--- src/hdl/jspt_pkg.sv ---
`timescale 1ns / 1ps
`default_nettype none

package jspt_pkg;

  // Width of the pair counter unless the top level is told otherwise.
  localparam int PAIR_COUNT_WIDTH_DEFAULT = 8;

  // Characters that the grammar looks for.
  localparam logic [7:0] CH_OPEN_BRACE  = 8'h7B;
  localparam logic [7:0] CH_CLOSE_BRACE = 8'h7D;
  localparam logic [7:0] CH_QUOTE       = 8'h22;
  localparam logic [7:0] CH_COLON       = 8'h3A;
  localparam logic [7:0] CH_COMMA       = 8'h2C;
  localparam logic [7:0] CH_NUL         = 8'h00;
  localparam logic [7:0] CH_TAB         = 8'h09;
  localparam logic [7:0] CH_CR          = 8'h0D;
  localparam logic [7:0] CH_SPACE       = 8'h20;

  // Parser phase.
  typedef enum logic [3:0] {
    PH_OPEN        = 4'd0,
    PH_KEY_QUOTE   = 4'd1,
    PH_KEY_BODY    = 4'd2,
    PH_COLON       = 4'd3,
    PH_VALUE_QUOTE = 4'd4,
    PH_VALUE_BODY  = 4'd5,
    PH_AFTER_VALUE = 4'd6,
    PH_FINISHED    = 4'd7,
    PH_FAILED      = 4'd8
  } phase_t;

  // Kind of a result word.
  typedef enum logic [2:0] {
    KIND_KEY_BYTE   = 3'd0,
    KIND_VALUE_BYTE = 3'd1,
    KIND_KEY_END    = 3'd2,
    KIND_VALUE_END  = 3'd3,
    KIND_OBJ_END    = 3'd4,
    KIND_EMPTY_END  = 3'd5,
    KIND_ERROR      = 3'd6
  } kind_t;

  // Error codes carried with an error word.
  typedef enum logic [2:0] {
    ERR_NONE        = 3'd0,
    ERR_NO_BRACE    = 3'd1,
    ERR_NO_KEY_QUOTE = 3'd2,
    ERR_NO_COLON    = 3'd3,
    ERR_NO_VAL_QUOTE = 3'd4,
    ERR_UNTERMINATED = 3'd5,
    ERR_TRAILING    = 3'd6
  } err_t;

  // One input word.
  typedef struct packed {
    logic       first;
    logic [7:0] text_byte;
  } item_t;

  // One result word.
  typedef struct packed {
    kind_t      kind;
    logic [7:0] data_byte;
    logic [7:0] pair_number;
    err_t       error_code;
  } result_t;

  // Whitespace skipped between tokens: tab through carriage return, and space.
  function automatic logic is_blank(input logic [7:0] c);
    logic res;
    res = ((c >= CH_TAB) && (c <= CH_CR)) || (c == CH_SPACE);
    return res;
  endfunction

endpackage

`default_nettype wire

--- src/hdl/json_string_pair_tokenizer_top.sv ---
`timescale 1ns / 1ps
`default_nettype none

// Channel  | Signals                           | Word
// ---------+-----------------------------------+----------------------------------
// input    | item_valid, item_ready, item      | first flag and one text byte
// output   | result_valid, result_ready, result| kind, data byte, pair, error code
//
// One text byte is taken every clock cycle unless a stalled result register holds the
// input register. An accepted byte is decoded from the input register into the result
// register, where its result word, if it makes one, is registered.
// Reset (rst, synchronous) empties both registers and returns the parser to
// waiting for the opening brace with a pair count of zero.
// A stalled result register holds the input register only when the byte in it
// makes a result; bytes that make none still pass through.
module json_string_pair_tokenizer_top #(
  parameter int PAIR_COUNT_WIDTH = jspt_pkg::PAIR_COUNT_WIDTH_DEFAULT
) (
  input  wire logic             clk,
  input  wire logic             rst,
  input  wire logic             item_valid,
  output logic                  item_ready,
  input  wire jspt_pkg::item_t  item,
  output logic                  result_valid,
  input  wire logic             result_ready,
  output jspt_pkg::result_t     result
);

  localparam logic [PAIR_COUNT_WIDTH-1:0] COUNT_MAX = {PAIR_COUNT_WIDTH{1'b1}};

  // Input register.
  logic            s1_valid;
  jspt_pkg::item_t s1;

  // Parser state.
  jspt_pkg::phase_t            phase;
  jspt_pkg::phase_t            phase_next;
  logic [PAIR_COUNT_WIDTH-1:0] pair_count;
  logic [PAIR_COUNT_WIDTH-1:0] pair_count_next;

  // Decode signals.
  jspt_pkg::phase_t            phase_cur;
  logic [PAIR_COUNT_WIDTH-1:0] count_cur;
  logic [7:0]                  shown;
  logic                        emit;
  jspt_pkg::result_t           res;
  logic                        proc;
  logic [7:0]                  c;

  // The first flag restarts the parser before the byte is decoded.
  assign phase_cur = s1.first ? jspt_pkg::PH_OPEN : phase;
  assign count_cur = s1.first ? '0 : pair_count;
  assign c         = s1.text_byte;

  // Pair number as shown on the result, saturated to eight bits.
  generate
    if (PAIR_COUNT_WIDTH > 8) begin : g_wide
      assign shown = (count_cur > PAIR_COUNT_WIDTH'(255)) ? 8'hFF : count_cur[7:0];
    end else begin : g_narrow
      assign shown = 8'(count_cur);
    end
  endgenerate

  // Phase decode for the byte in the input register.
  always_comb begin
    phase_next      = phase_cur;
    pair_count_next = count_cur;
    emit            = 1'b0;
    res.kind        = jspt_pkg::KIND_ERROR;
    res.data_byte   = 8'h00;
    res.pair_number = shown;
    res.error_code  = jspt_pkg::ERR_NONE;
    unique case (phase_cur)
      jspt_pkg::PH_OPEN: begin
        if (!jspt_pkg::is_blank(c)) begin
          if (c == jspt_pkg::CH_CLOSE_BRACE || c == jspt_pkg::CH_NUL) begin
            phase_next = jspt_pkg::PH_FINISHED;
            emit       = 1'b1;
            res.kind   = jspt_pkg::KIND_EMPTY_END;
          end else if (c == jspt_pkg::CH_OPEN_BRACE) begin
            phase_next = jspt_pkg::PH_KEY_QUOTE;
          end else begin
            phase_next     = jspt_pkg::PH_FAILED;
            emit           = 1'b1;
            res.error_code = jspt_pkg::ERR_NO_BRACE;
          end
        end
      end
      jspt_pkg::PH_KEY_QUOTE: begin
        if (!jspt_pkg::is_blank(c)) begin
          if (c == jspt_pkg::CH_QUOTE) begin
            phase_next = jspt_pkg::PH_KEY_BODY;
          end else begin
            phase_next     = jspt_pkg::PH_FAILED;
            emit           = 1'b1;
            res.error_code = jspt_pkg::ERR_NO_KEY_QUOTE;
          end
        end
      end
      jspt_pkg::PH_KEY_BODY: begin
        emit = 1'b1;
        if (c == jspt_pkg::CH_QUOTE) begin
          phase_next = jspt_pkg::PH_COLON;
          res.kind   = jspt_pkg::KIND_KEY_END;
        end else if (c == jspt_pkg::CH_NUL) begin
          phase_next     = jspt_pkg::PH_FAILED;
          res.error_code = jspt_pkg::ERR_UNTERMINATED;
        end else begin
          res.kind      = jspt_pkg::KIND_KEY_BYTE;
          res.data_byte = c;
        end
      end
      jspt_pkg::PH_COLON: begin
        if (!jspt_pkg::is_blank(c)) begin
          if (c == jspt_pkg::CH_COLON) begin
            phase_next = jspt_pkg::PH_VALUE_QUOTE;
          end else begin
            phase_next     = jspt_pkg::PH_FAILED;
            emit           = 1'b1;
            res.error_code = jspt_pkg::ERR_NO_COLON;
          end
        end
      end
      jspt_pkg::PH_VALUE_QUOTE: begin
        if (!jspt_pkg::is_blank(c)) begin
          if (c == jspt_pkg::CH_QUOTE) begin
            phase_next = jspt_pkg::PH_VALUE_BODY;
          end else begin
            phase_next     = jspt_pkg::PH_FAILED;
            emit           = 1'b1;
            res.error_code = jspt_pkg::ERR_NO_VAL_QUOTE;
          end
        end
      end
      jspt_pkg::PH_VALUE_BODY: begin
        emit = 1'b1;
        if (c == jspt_pkg::CH_QUOTE) begin
          phase_next = jspt_pkg::PH_AFTER_VALUE;
          res.kind   = jspt_pkg::KIND_VALUE_END;
        end else if (c == jspt_pkg::CH_NUL) begin
          phase_next     = jspt_pkg::PH_FAILED;
          res.error_code = jspt_pkg::ERR_UNTERMINATED;
        end else begin
          res.kind      = jspt_pkg::KIND_VALUE_BYTE;
          res.data_byte = c;
        end
      end
      jspt_pkg::PH_AFTER_VALUE: begin
        if (!jspt_pkg::is_blank(c)) begin
          if (c == jspt_pkg::CH_COMMA) begin
            phase_next = jspt_pkg::PH_KEY_QUOTE;
            if (count_cur != COUNT_MAX) begin
              pair_count_next = count_cur + PAIR_COUNT_WIDTH'(1);
            end
          end else if (c == jspt_pkg::CH_CLOSE_BRACE || c == jspt_pkg::CH_NUL) begin
            phase_next = jspt_pkg::PH_FINISHED;
            emit       = 1'b1;
            res.kind   = jspt_pkg::KIND_OBJ_END;
          end else begin
            phase_next     = jspt_pkg::PH_FAILED;
            emit           = 1'b1;
            res.error_code = jspt_pkg::ERR_TRAILING;
          end
        end
      end
      default: begin
        // Finished or failed: bytes are dropped until the next first flag.
      end
    endcase
  end

  // The decode advances unless it has a word to give and the result register is full.
  assign proc       = s1_valid && (!emit || !result_valid || result_ready);
  assign item_ready = !s1_valid || proc;

  // Input register.
  always_ff @(posedge clk) begin
    if (rst) begin
      s1_valid <= 1'b0;
    end else if (item_valid && item_ready) begin
      s1_valid <= 1'b1;
    end else if (proc) begin
      s1_valid <= 1'b0;
    end
  end

  always_ff @(posedge clk) begin
    if (item_valid && item_ready) begin
      s1 <= item;
    end
  end

  // Parser state.
  always_ff @(posedge clk) begin
    if (rst) begin
      phase      <= jspt_pkg::PH_OPEN;
      pair_count <= '0;
    end else if (proc) begin
      phase      <= phase_next;
      pair_count <= pair_count_next;
    end
  end

  // Result register.
  always_ff @(posedge clk) begin
    if (rst) begin
      result_valid <= 1'b0;
    end else if (proc && emit) begin
      result_valid <= 1'b1;
    end else if (result_ready) begin
      result_valid <= 1'b0;
    end
  end

  always_ff @(posedge clk) begin
    if (proc && emit) begin
      result <= res;
    end
  end

  // An error word always carries a code, and no other word does.
  assert property (@(posedge clk) disable iff (rst)
    result_valid |-> ((result.kind == jspt_pkg::KIND_ERROR) ==
                      (result.error_code != jspt_pkg::ERR_NONE)))
    else $error("error code does not match result kind");

  // Only key and value bytes carry data.
  assert property (@(posedge clk) disable iff (rst)
    (result_valid && result.kind != jspt_pkg::KIND_KEY_BYTE &&
     result.kind != jspt_pkg::KIND_VALUE_BYTE) |-> (result.data_byte == 8'h00))
    else $error("data byte set on a non-data word");

  // Reporting an error leaves the parser failed.
  assert property (@(posedge clk) disable iff (rst)
    (proc && emit && res.kind == jspt_pkg::KIND_ERROR) |=>
      (phase == jspt_pkg::PH_FAILED))
    else $error("parser not failed after error");

  // Within one text the pair count never goes down.
  assert property (@(posedge clk) disable iff (rst)
    (proc && !s1.first) |=> (pair_count >= $past(pair_count)))
    else $error("pair count decreased within a text");

endmodule

`default_nettype wire

--- config.mk ---
export PLATFORM = sky130hd
export DESIGN_NAME = json_string_pair_tokenizer_top
export DESIGN_NICKNAME = d
export VERILOG_FILES = /design/src/hdl/jspt_pkg.sv /design/src/hdl/json_string_pair_tokenizer_top.sv
export SDC_FILE = /design/constraint.sdc
export NUM_CORES = 1
export LEC_CHECK = 0
export BUFFER_PORTS_ARGS = -buffer_cell sky130_fd_sc_hd__buf_4
export CAP_MARGIN = 10
export CELL_PAD_IN_SITES_DETAIL_PLACEMENT = 0
export CELL_PAD_IN_SITES_GLOBAL_PLACEMENT = 1
export CORE_UTILIZATION = 45
export CTS_CLUSTER_SIZE = 20
export DETAILED_ROUTE_END_ITERATION = 8
export PLACE_DENSITY_LB_ADDON = 0.1
export SLEW_MARGIN = 10
export SYNTH_ARGS = -nofsm -noshare
export SYNTH_HDL_FRONTEND = slang
export SYNTH_SLANG_ARGS = --single-unit
export TNS_END_PERCENT = 1
--- constraint.sdc ---
create_clock -name clk -period 7.5 [get_ports clk]
set_input_delay 1.125 -clock clk [delete_from_list [all_inputs] [get_ports clk]]
set_output_delay 1.125 -clock clk [all_outputs]
set_load 0.02 [all_outputs]
=== Word-level counts from Yosys, hierarchy flattened ===
Cells that the tools add are included.
W data, S select, Z words.

* Register bits after elaboration: 45
* Output and inout port bits: 24
* Word-level logic and storage cells: 108
* Input port bits: 13

* Reduce and logical (&&, ||, !) cells: 18
* $add $sub $neg: 1
* Magnitude comparators: 2
* Eq/ne operators: 13
* Multiplexer cells: 64

{| class="wikitable"
|+ Operator list
! cell !! count
|-
| $mux W4 || 16
|-
| $mux W8 || 7
|-
| $eq A8 B6 Y1 const B || 4
|-
| $pmux W4 S7 || 1
|-
| $mux W3 || 9
|-
| $mux W11 || 2
|-
| $mux W2 || 9
|-
| $pmux W3 S6 || 1
|-
| $eq A8 B7 Y1 const B || 2
|-
| $mux W1 || 16
|-
| $pmux W8 S2 || 1
|-
| $eq A4 B3 Y1 const B || 3
|-
| $pmux W3 S4 || 1
|-
| $add A8 B1 Y8 const B || 1
|-
| $eq A4 B2 Y1 const B || 2
|-
| $ge A8 B4 Y1 const B || 1
|-
| $le A8 B4 Y1 const B || 1
|-
| $logic_not A8 Y1 || 1
|-
| $ne A8 B8 Y1 const B || 1
|-
| $logic_or A1 B1 Y1 || 5
|-
| $pmux W1 S5 || 1
|-
| $eq A4 B1 Y1 const B || 1
|-
| $logic_and A1 B1 Y1 || 4
|-
| $logic_not A4 Y1 || 1
|-
| other kinds (3) || 7
|}

=== Logic depth before layout (Yosys ltp) ===
* Depth after elaboration: 12
* Gate-level depth with buffers: 11
* Depth with buffers taken out: 8

=== Worst setup path after synthesis ===
OpenSTA, ideal clock, no wires.

* Kind: reg-to-reg
* Start point: register s1, in the netlist c[2]
* End point: register result[0] (netlist name), enable pin
* Stages on the path, launching flop included: 7
* Data required time: 7.065 ns
* Clock period less this slack: 3.878 ns
* Slack: 3.622 ns
* Setup time: 0.435 ns
* Arrival: 3.443 ns
* Path buffers: 1
* Cell sequence: edfxtp_1 > buf_6 > or4_1 > o211ai_1 > o41ai_2 > o211a_4 > a211oi_1

* Longest elaborated chain between the ends: 10
* Elaborated cells on any way between the ends: 27
* Those cells by class: order compare: 2; eq/ne: 6; mux: 10; reduce/logical: 9

{| class="wikitable"
|+ RTL lines
! element !! RTL line !! source
|-
| start, declared || json_string_pair_tokenizer_top.sv:33 || <nowiki>jspt_pkg::item_t s1;</nowiki>
|-
| start signal, assigned || json_string_pair_tokenizer_top.sv:189 || <nowiki>s1 <= item;</nowiki>
|-
| $ge A8 B4 Y1 (tied with other cells) || jspt_pkg.sv:72 || <nowiki>res = ((c >= CH_TAB) && (c <= CH_CR)) || (c == CH_SPACE);</nowiki>
|-
| $logic_and A1 B1 Y1 (tied with other cells) || jspt_pkg.sv:72 ||
|-
| $logic_or A1 B1 Y1 or $mux W1 (tied branches) || jspt_pkg.sv:72, json_string_pair_tokenizer_top.sv:76 ||
|-
| $mux W1, on equally long branches || - ||
|-
| $pmux W1 S5 (*) || json_string_pair_tokenizer_top.sv:73 || <nowiki>unique case (phase_cur)</nowiki>
|-
| $logic_not A1 Y1 || json_string_pair_tokenizer_top.sv:173 || <nowiki>assign proc = s1_valid && (!emit || !result_valid || result_ready);</nowiki>
|-
| $logic_or A1 B1 Y1 (2 in a row) || json_string_pair_tokenizer_top.sv:173 ||
|-
| $logic_and A1 B1 Y1 || json_string_pair_tokenizer_top.sv:173 ||
|-
| $logic_and A1 B1 Y1 (*) || json_string_pair_tokenizer_top.sv:216 || <nowiki>if (proc && emit) begin</nowiki>
|-
| end signal, assigned || json_string_pair_tokenizer_top.sv:217 || <nowiki>result <= res;</nowiki>
|-
| end, declared || json_string_pair_tokenizer_top.sv:26 || <nowiki>output jspt_pkg::result_t result</nowiki>
|}

Every way passes the cells marked *; elsewhere a longest branch is shown, timed or not.
A chain may end at the register's enable or synchronous reset.

=== Worst setup path in the final report ===
* Start point: register s1[8] (netlist name)
* End point: output port item_ready

* Longest elaborated chain between the ends: 9
* Elaborated cells on any way between the ends: 16
* Those cells by class: eq/ne: 6; mux: 2; reduce/logical: 8

{| class="wikitable"
|+ RTL lines
! element !! RTL line !! source
|-
| $mux W4 (*) || json_string_pair_tokenizer_top.sv:51 || <nowiki>assign phase_cur = s1.first ? jspt_pkg::PH_OPEN : phase;</nowiki>
|-
| $eq A4 B3 Y1 (tied with other cells) || json_string_pair_tokenizer_top.sv:73 ||
|-
| $reduce_or A2 Y1 (no source line) || - ||
|-
| $pmux W1 S5 (*) || json_string_pair_tokenizer_top.sv:73 ||
|-
| $logic_not A1 Y1 (*) || json_string_pair_tokenizer_top.sv:173 ||
|-
| $logic_or A1 B1 Y1 (*) (2 in a row) || json_string_pair_tokenizer_top.sv:173 ||
|-
| $logic_and A1 B1 Y1 (*) || json_string_pair_tokenizer_top.sv:173 ||
|-
| $logic_or A1 B1 Y1 (*) || json_string_pair_tokenizer_top.sv:174 || <nowiki>assign item_ready = !s1_valid || proc;</nowiki>
|-
| end, declared || json_string_pair_tokenizer_top.sv:22 || <nowiki>output logic item_ready,</nowiki>
|}

Marks and branches as above.

==> metrics.md <==
| Metric | Value |
|---|---|
| Status | `finished, final reports clean` |
| Met2 Usage GRT | `~25%` |
| Gr ovfl total | `0` |
| Drt wl/cell | `15.81 um` |
| Final worst-path cycle share | `slightly below 50%` |
| Largest net degree at the start of global routing | `32` |
| Setup slack, reg-to-reg | `4.46 ns` |
| Clock sinks | `45` |
| Die Area | `roughly 6000 um^2` |
| Avg Cell Area, Syn | `10.24 um^2` |
| Max Cap Violations | `0` |
| Cell area after synthesis | `approximately 2500 um^2` |
| Worst rel slew slack | `about 53%` |
| Clk slew on worst S/H paths | `roughly 0.080 ns` |
| Vias | `~2100` |
| Clk buf depth | `2` |
| Fin. Hold Viols | `0` |
| Post_cts resized | `0` |
| Worst R2R Start | `s1[8]$_DFFE_PP_` |
| Fin crit period | `roughly 3.6 ns` |
| Syn nets | `between 200 and 300` |
| Count of cell types in the netlist | `between 50 and 60` |
| Hold Path Origin | `pair_count[1]$_SDFFE_PP0P_` |
| Initial DRC count | `328` |
| Synth Warn # | `0` |
| Critical path type | `reg2out` |
| Worst setup EP type | `output pin` |
| Area Growth Syn to Fin | `17.08%` |
| Core area | `roughly 5200 um^2` |
| Leakage | `between 1 and 1.5 nW` |
| Sequential-to-total area share from yosys stat | `48.50%` |
| Setup bufs post-CTS | `0` |
| GP Congestion | `roughly 0.93` |
| TritonCTS clock tree | `done` |
| PnR worst setup slack | `slightly below 4 ns` |
| Final instance area | `2924 um^2` |
| N_diodes | `0` |
| DP HPWL | `between 3 and 4 mm` |
| Num CTS Buffers | `5` |
| Worst r2r path cells | `7` |
| Cts hold-fix bufs | `0` |
| Slew Viols, Final | `0` |
| Ratio of cells with drive above 1 in the final layout | `21.94%` |
| DRT antenna net count | `0` |
| Synth Register Bits | `45` |
| Startpoint class of the critical path | `register` |
| Vias in the first global route | `approximately 1700` |
| Top_reg_cell synth | `edfxtp_1` |
| Dpl ws | `roughly 4 ns` |
| Worst hold path class | `reg2reg` |
| Worst slew pin tran | `about 0.71 ns` |
| P per Cell Area | `175.9 nW/um^2` |
| VDD IR max | `0.08143 mV` |
| Reg2reg end | `result[19]$_DFFE_PP_` |
| GRT Total Usage | `between 10% and 20%` |
| Row Count | `26` |
| Worst endpoint required time | `6.38 ns` |
| Post-Synthesis Cells | `roughly 240` |
| TritonRoute pass-1 iters | `5` |
| IO buf count | `36` |
| Avg Vias per Cell | `slightly above 6` |
| Clk root buf | `clkbuf_8` |
| Initial core utilization | `a little under half` |
| Number of synthesized flops with an enable pin | `31` |
| Hold Path Sink | `pair_count[1]$_SDFFE_PP0P_` |
| Achievable Freq | `between 0.2 and 0.3 GHz` |
| CP Max Fanout | `31` |
| Fin Hold WS | `between 0.5 and 0.6 ns` |
| Async SR Flop Fraction | `0%` |
| Total routed wirelength | `between 5 and 6 mm` |
| Most Crowded Layer GR | `met1` |
| Hold path cells | `2` |
| DRC | `0` |
| Final Util | `approximately 56%` |
| Clock Latency Late Sink | `0.29 ns` |
| Met3 usage | `3.713%` |
| Grt met1 use | `31.28%` |
| # H-tree levels | `2` |
| Nets | `slightly below 300` |
| Setup TNS Final | `0 ns` |
| Die Y | `about 76 um` |
| Unrepaired setup endpoints after global routing | `no` |
| Antenna violations before repair | `0` |
| WP data arrival | `2.52 ns` |
| Placed Area | `2826 um^2` |
| Clk_skew | `between 0.003 and 0.004 ns` |
| First-pass GRT wire length | `between 8 and 9 mm` |
| Final setup violation count | `0` |
| Die Width | `about 76 um` |
| Ports | `37` |
[worst max-delay path, stage by stage (launching register included)]
cell      delay (ns)
edfxtp_1        0.36
buf_4           0.24
or4b_1          0.57
a211oi_1        0.31
a21o_1          0.27
o21a_1          0.18
o211ai_2        0.09
buf_4           0.19
[worst max path at each step]
stage / depth (start not counted) / slack (ns) / from / to
floorplan: 6 / 3.62 / c[2]$_DFFE_PP_ / result[0]$_DFFE_PP_
global placement: 6 / 4.12 / s1[8]$_DFFE_PP_ / result[14]$_DFFE_PP_
detailed placement: 6 / 4.12 / s1[8]$_DFFE_PP_ / result[19]$_DFFE_PP_
CTS: 6 / 3.88 / c[2]$_DFFE_PP_ / item_ready
global route: 6 / 3.72 / c[2]$_DFFE_PP_ / item_ready
finish: 7 / 3.86 / s1[8]$_DFFE_PP_ / item_ready
[cell type report]
type | count | area [um^2]
Clock buffer | 6 | 72.57
Multi-Input combinational cell | 179 | 1212
Sequential cell | 45 | 1211
Fill cell | 479 | 2313
Clock inverter | 2 | 10.01
Tap cell | 70 | 87.58
Timing Repair Buffer | 40 | 307.8
Inverter | 6 | 22.52
[logic make-up after synthesis]
| kind of cell | Yosys count | synth area share (%) |
|---|---|---|
| adders and majority gates | 1 | 0.5009 |
| muxes | 1 | 0.4008 |
| AOI/OAI and AO/OA | 80 | 23.15 |
| and+or+nand+nor | 95 | 23.30 |
| buffers and inverters | 20 | 3.456 |
| xor gates and xnor gates | 2 | 0.7015 |
| DFF | 45 | 48.50 |
[placed cells by master (no fill, tap or decap), types with 2 or more instances in the layout]
cell type | Yosys | routed
a41oi_1 | 2 | 2
and2_1 | 7 | 7
nand4_1 | 5 | 5
o211ai_2 | 2 | 2
nand3_1 | 7 | 7
clkinv_2 | 0 | 2
nand2b_1 | 4 | 4
or4b_1 | 2 | 2
o221ai_1 | 2 | 2
a31oi_1 | 7 | 7
edfxtp_1 | 31 | 31
o31ai_1 | 3 | 3
a31o_2 | 2 | 2
nand2_1 | 21 | 21
or4_1 | 3 | 3
a311oi_1 | 5 | 5
o211ai_1 | 2 | 2
xnor2_1 | 2 | 2
o41ai_1 | 2 | 2
a21oi_1 | 15 | 15
and3_1 | 4 | 4
o21ai_1 | 4 | 4
o21ai_0 | 8 | 8
a32oi_1 | 2 | 2
a21o_1 | 5 | 5
dfxtp_1 | 14 | 14
a211oi_1 | 6 | 5
nor2_1 | 11 | 11
clkbuf_8 | 0 | 5
nor4_1 | 3 | 3
nor3_1 | 5 | 5
o21a_1 | 4 | 4
nor4b_2 | 2 | 2
inv_1 | 6 | 6
buf_4 | 0 | 39
nor2b_1 | 9 | 9
o311ai_1 | 2 | 2
[cell usage after synthesis (3+ instances only)]
library cell,number,area (um^2)
edfxtp_1,31,930.9
nand2_1,21,78.83
a21oi_1,15,75.07
dfxtp_1,14,280.3
nor2_1,11,41.29
clkbuf_1,9,33.78
nor2b_1,9,56.30
o21ai_0,8,40.04
a31oi_1,7,43.79
and2_1,7,43.79
nand3_1,7,35.03
a211oi_1,6,45.04
inv_1,6,22.52
a21o_1,5,37.54
a311oi_1,5,43.79
nand4_1,5,31.28
nor3_1,5,25.02
and3_1,4,25.02
nand2b_1,4,25.02
o21a_1,4,30.03
o21ai_1,4,20.02
buf_2,3,15.01
nor4_1,3,18.77
o31ai_1,3,22.52
or4_1,3,22.52
[flip-flops by register name (all words and copies together), names as in the netlist]
signal and cells:
c 8, pair_count 8, phase 4, result 22
result_valid 1, s1 1, s1_valid 1
[routing by layer]
metal,routed length (um),vias up,part of all wire (%)
met5,0,-,0
met4,99,0,1.8
met3,370,11,6.7
met2,2212,111,40
met1,2821,960,51
li1,-,1024,-
[metrics by stage]
stage	power, mW	cells
2_1_floorplan	0.3466	244
3_3_place_gp	0.3741	339
3_5_place_dp	0.3743	339
4_1_cts	0.5164	347
5_1_grt	0.5408	348
6_report	0.5144	348
[where the power goes]
group | switching, mW | leakage, nW | internal, mW
clock | 0.0793 | 0.0450 | 0.0647
sequential | 0.0135 | 0.405 | 0.279
combinational | 0.0460 | 0.556 | 0.0320
total | 0.139 | 1.01 | 0.376
No activity file was read; power rests on OpenSTA's default activity.
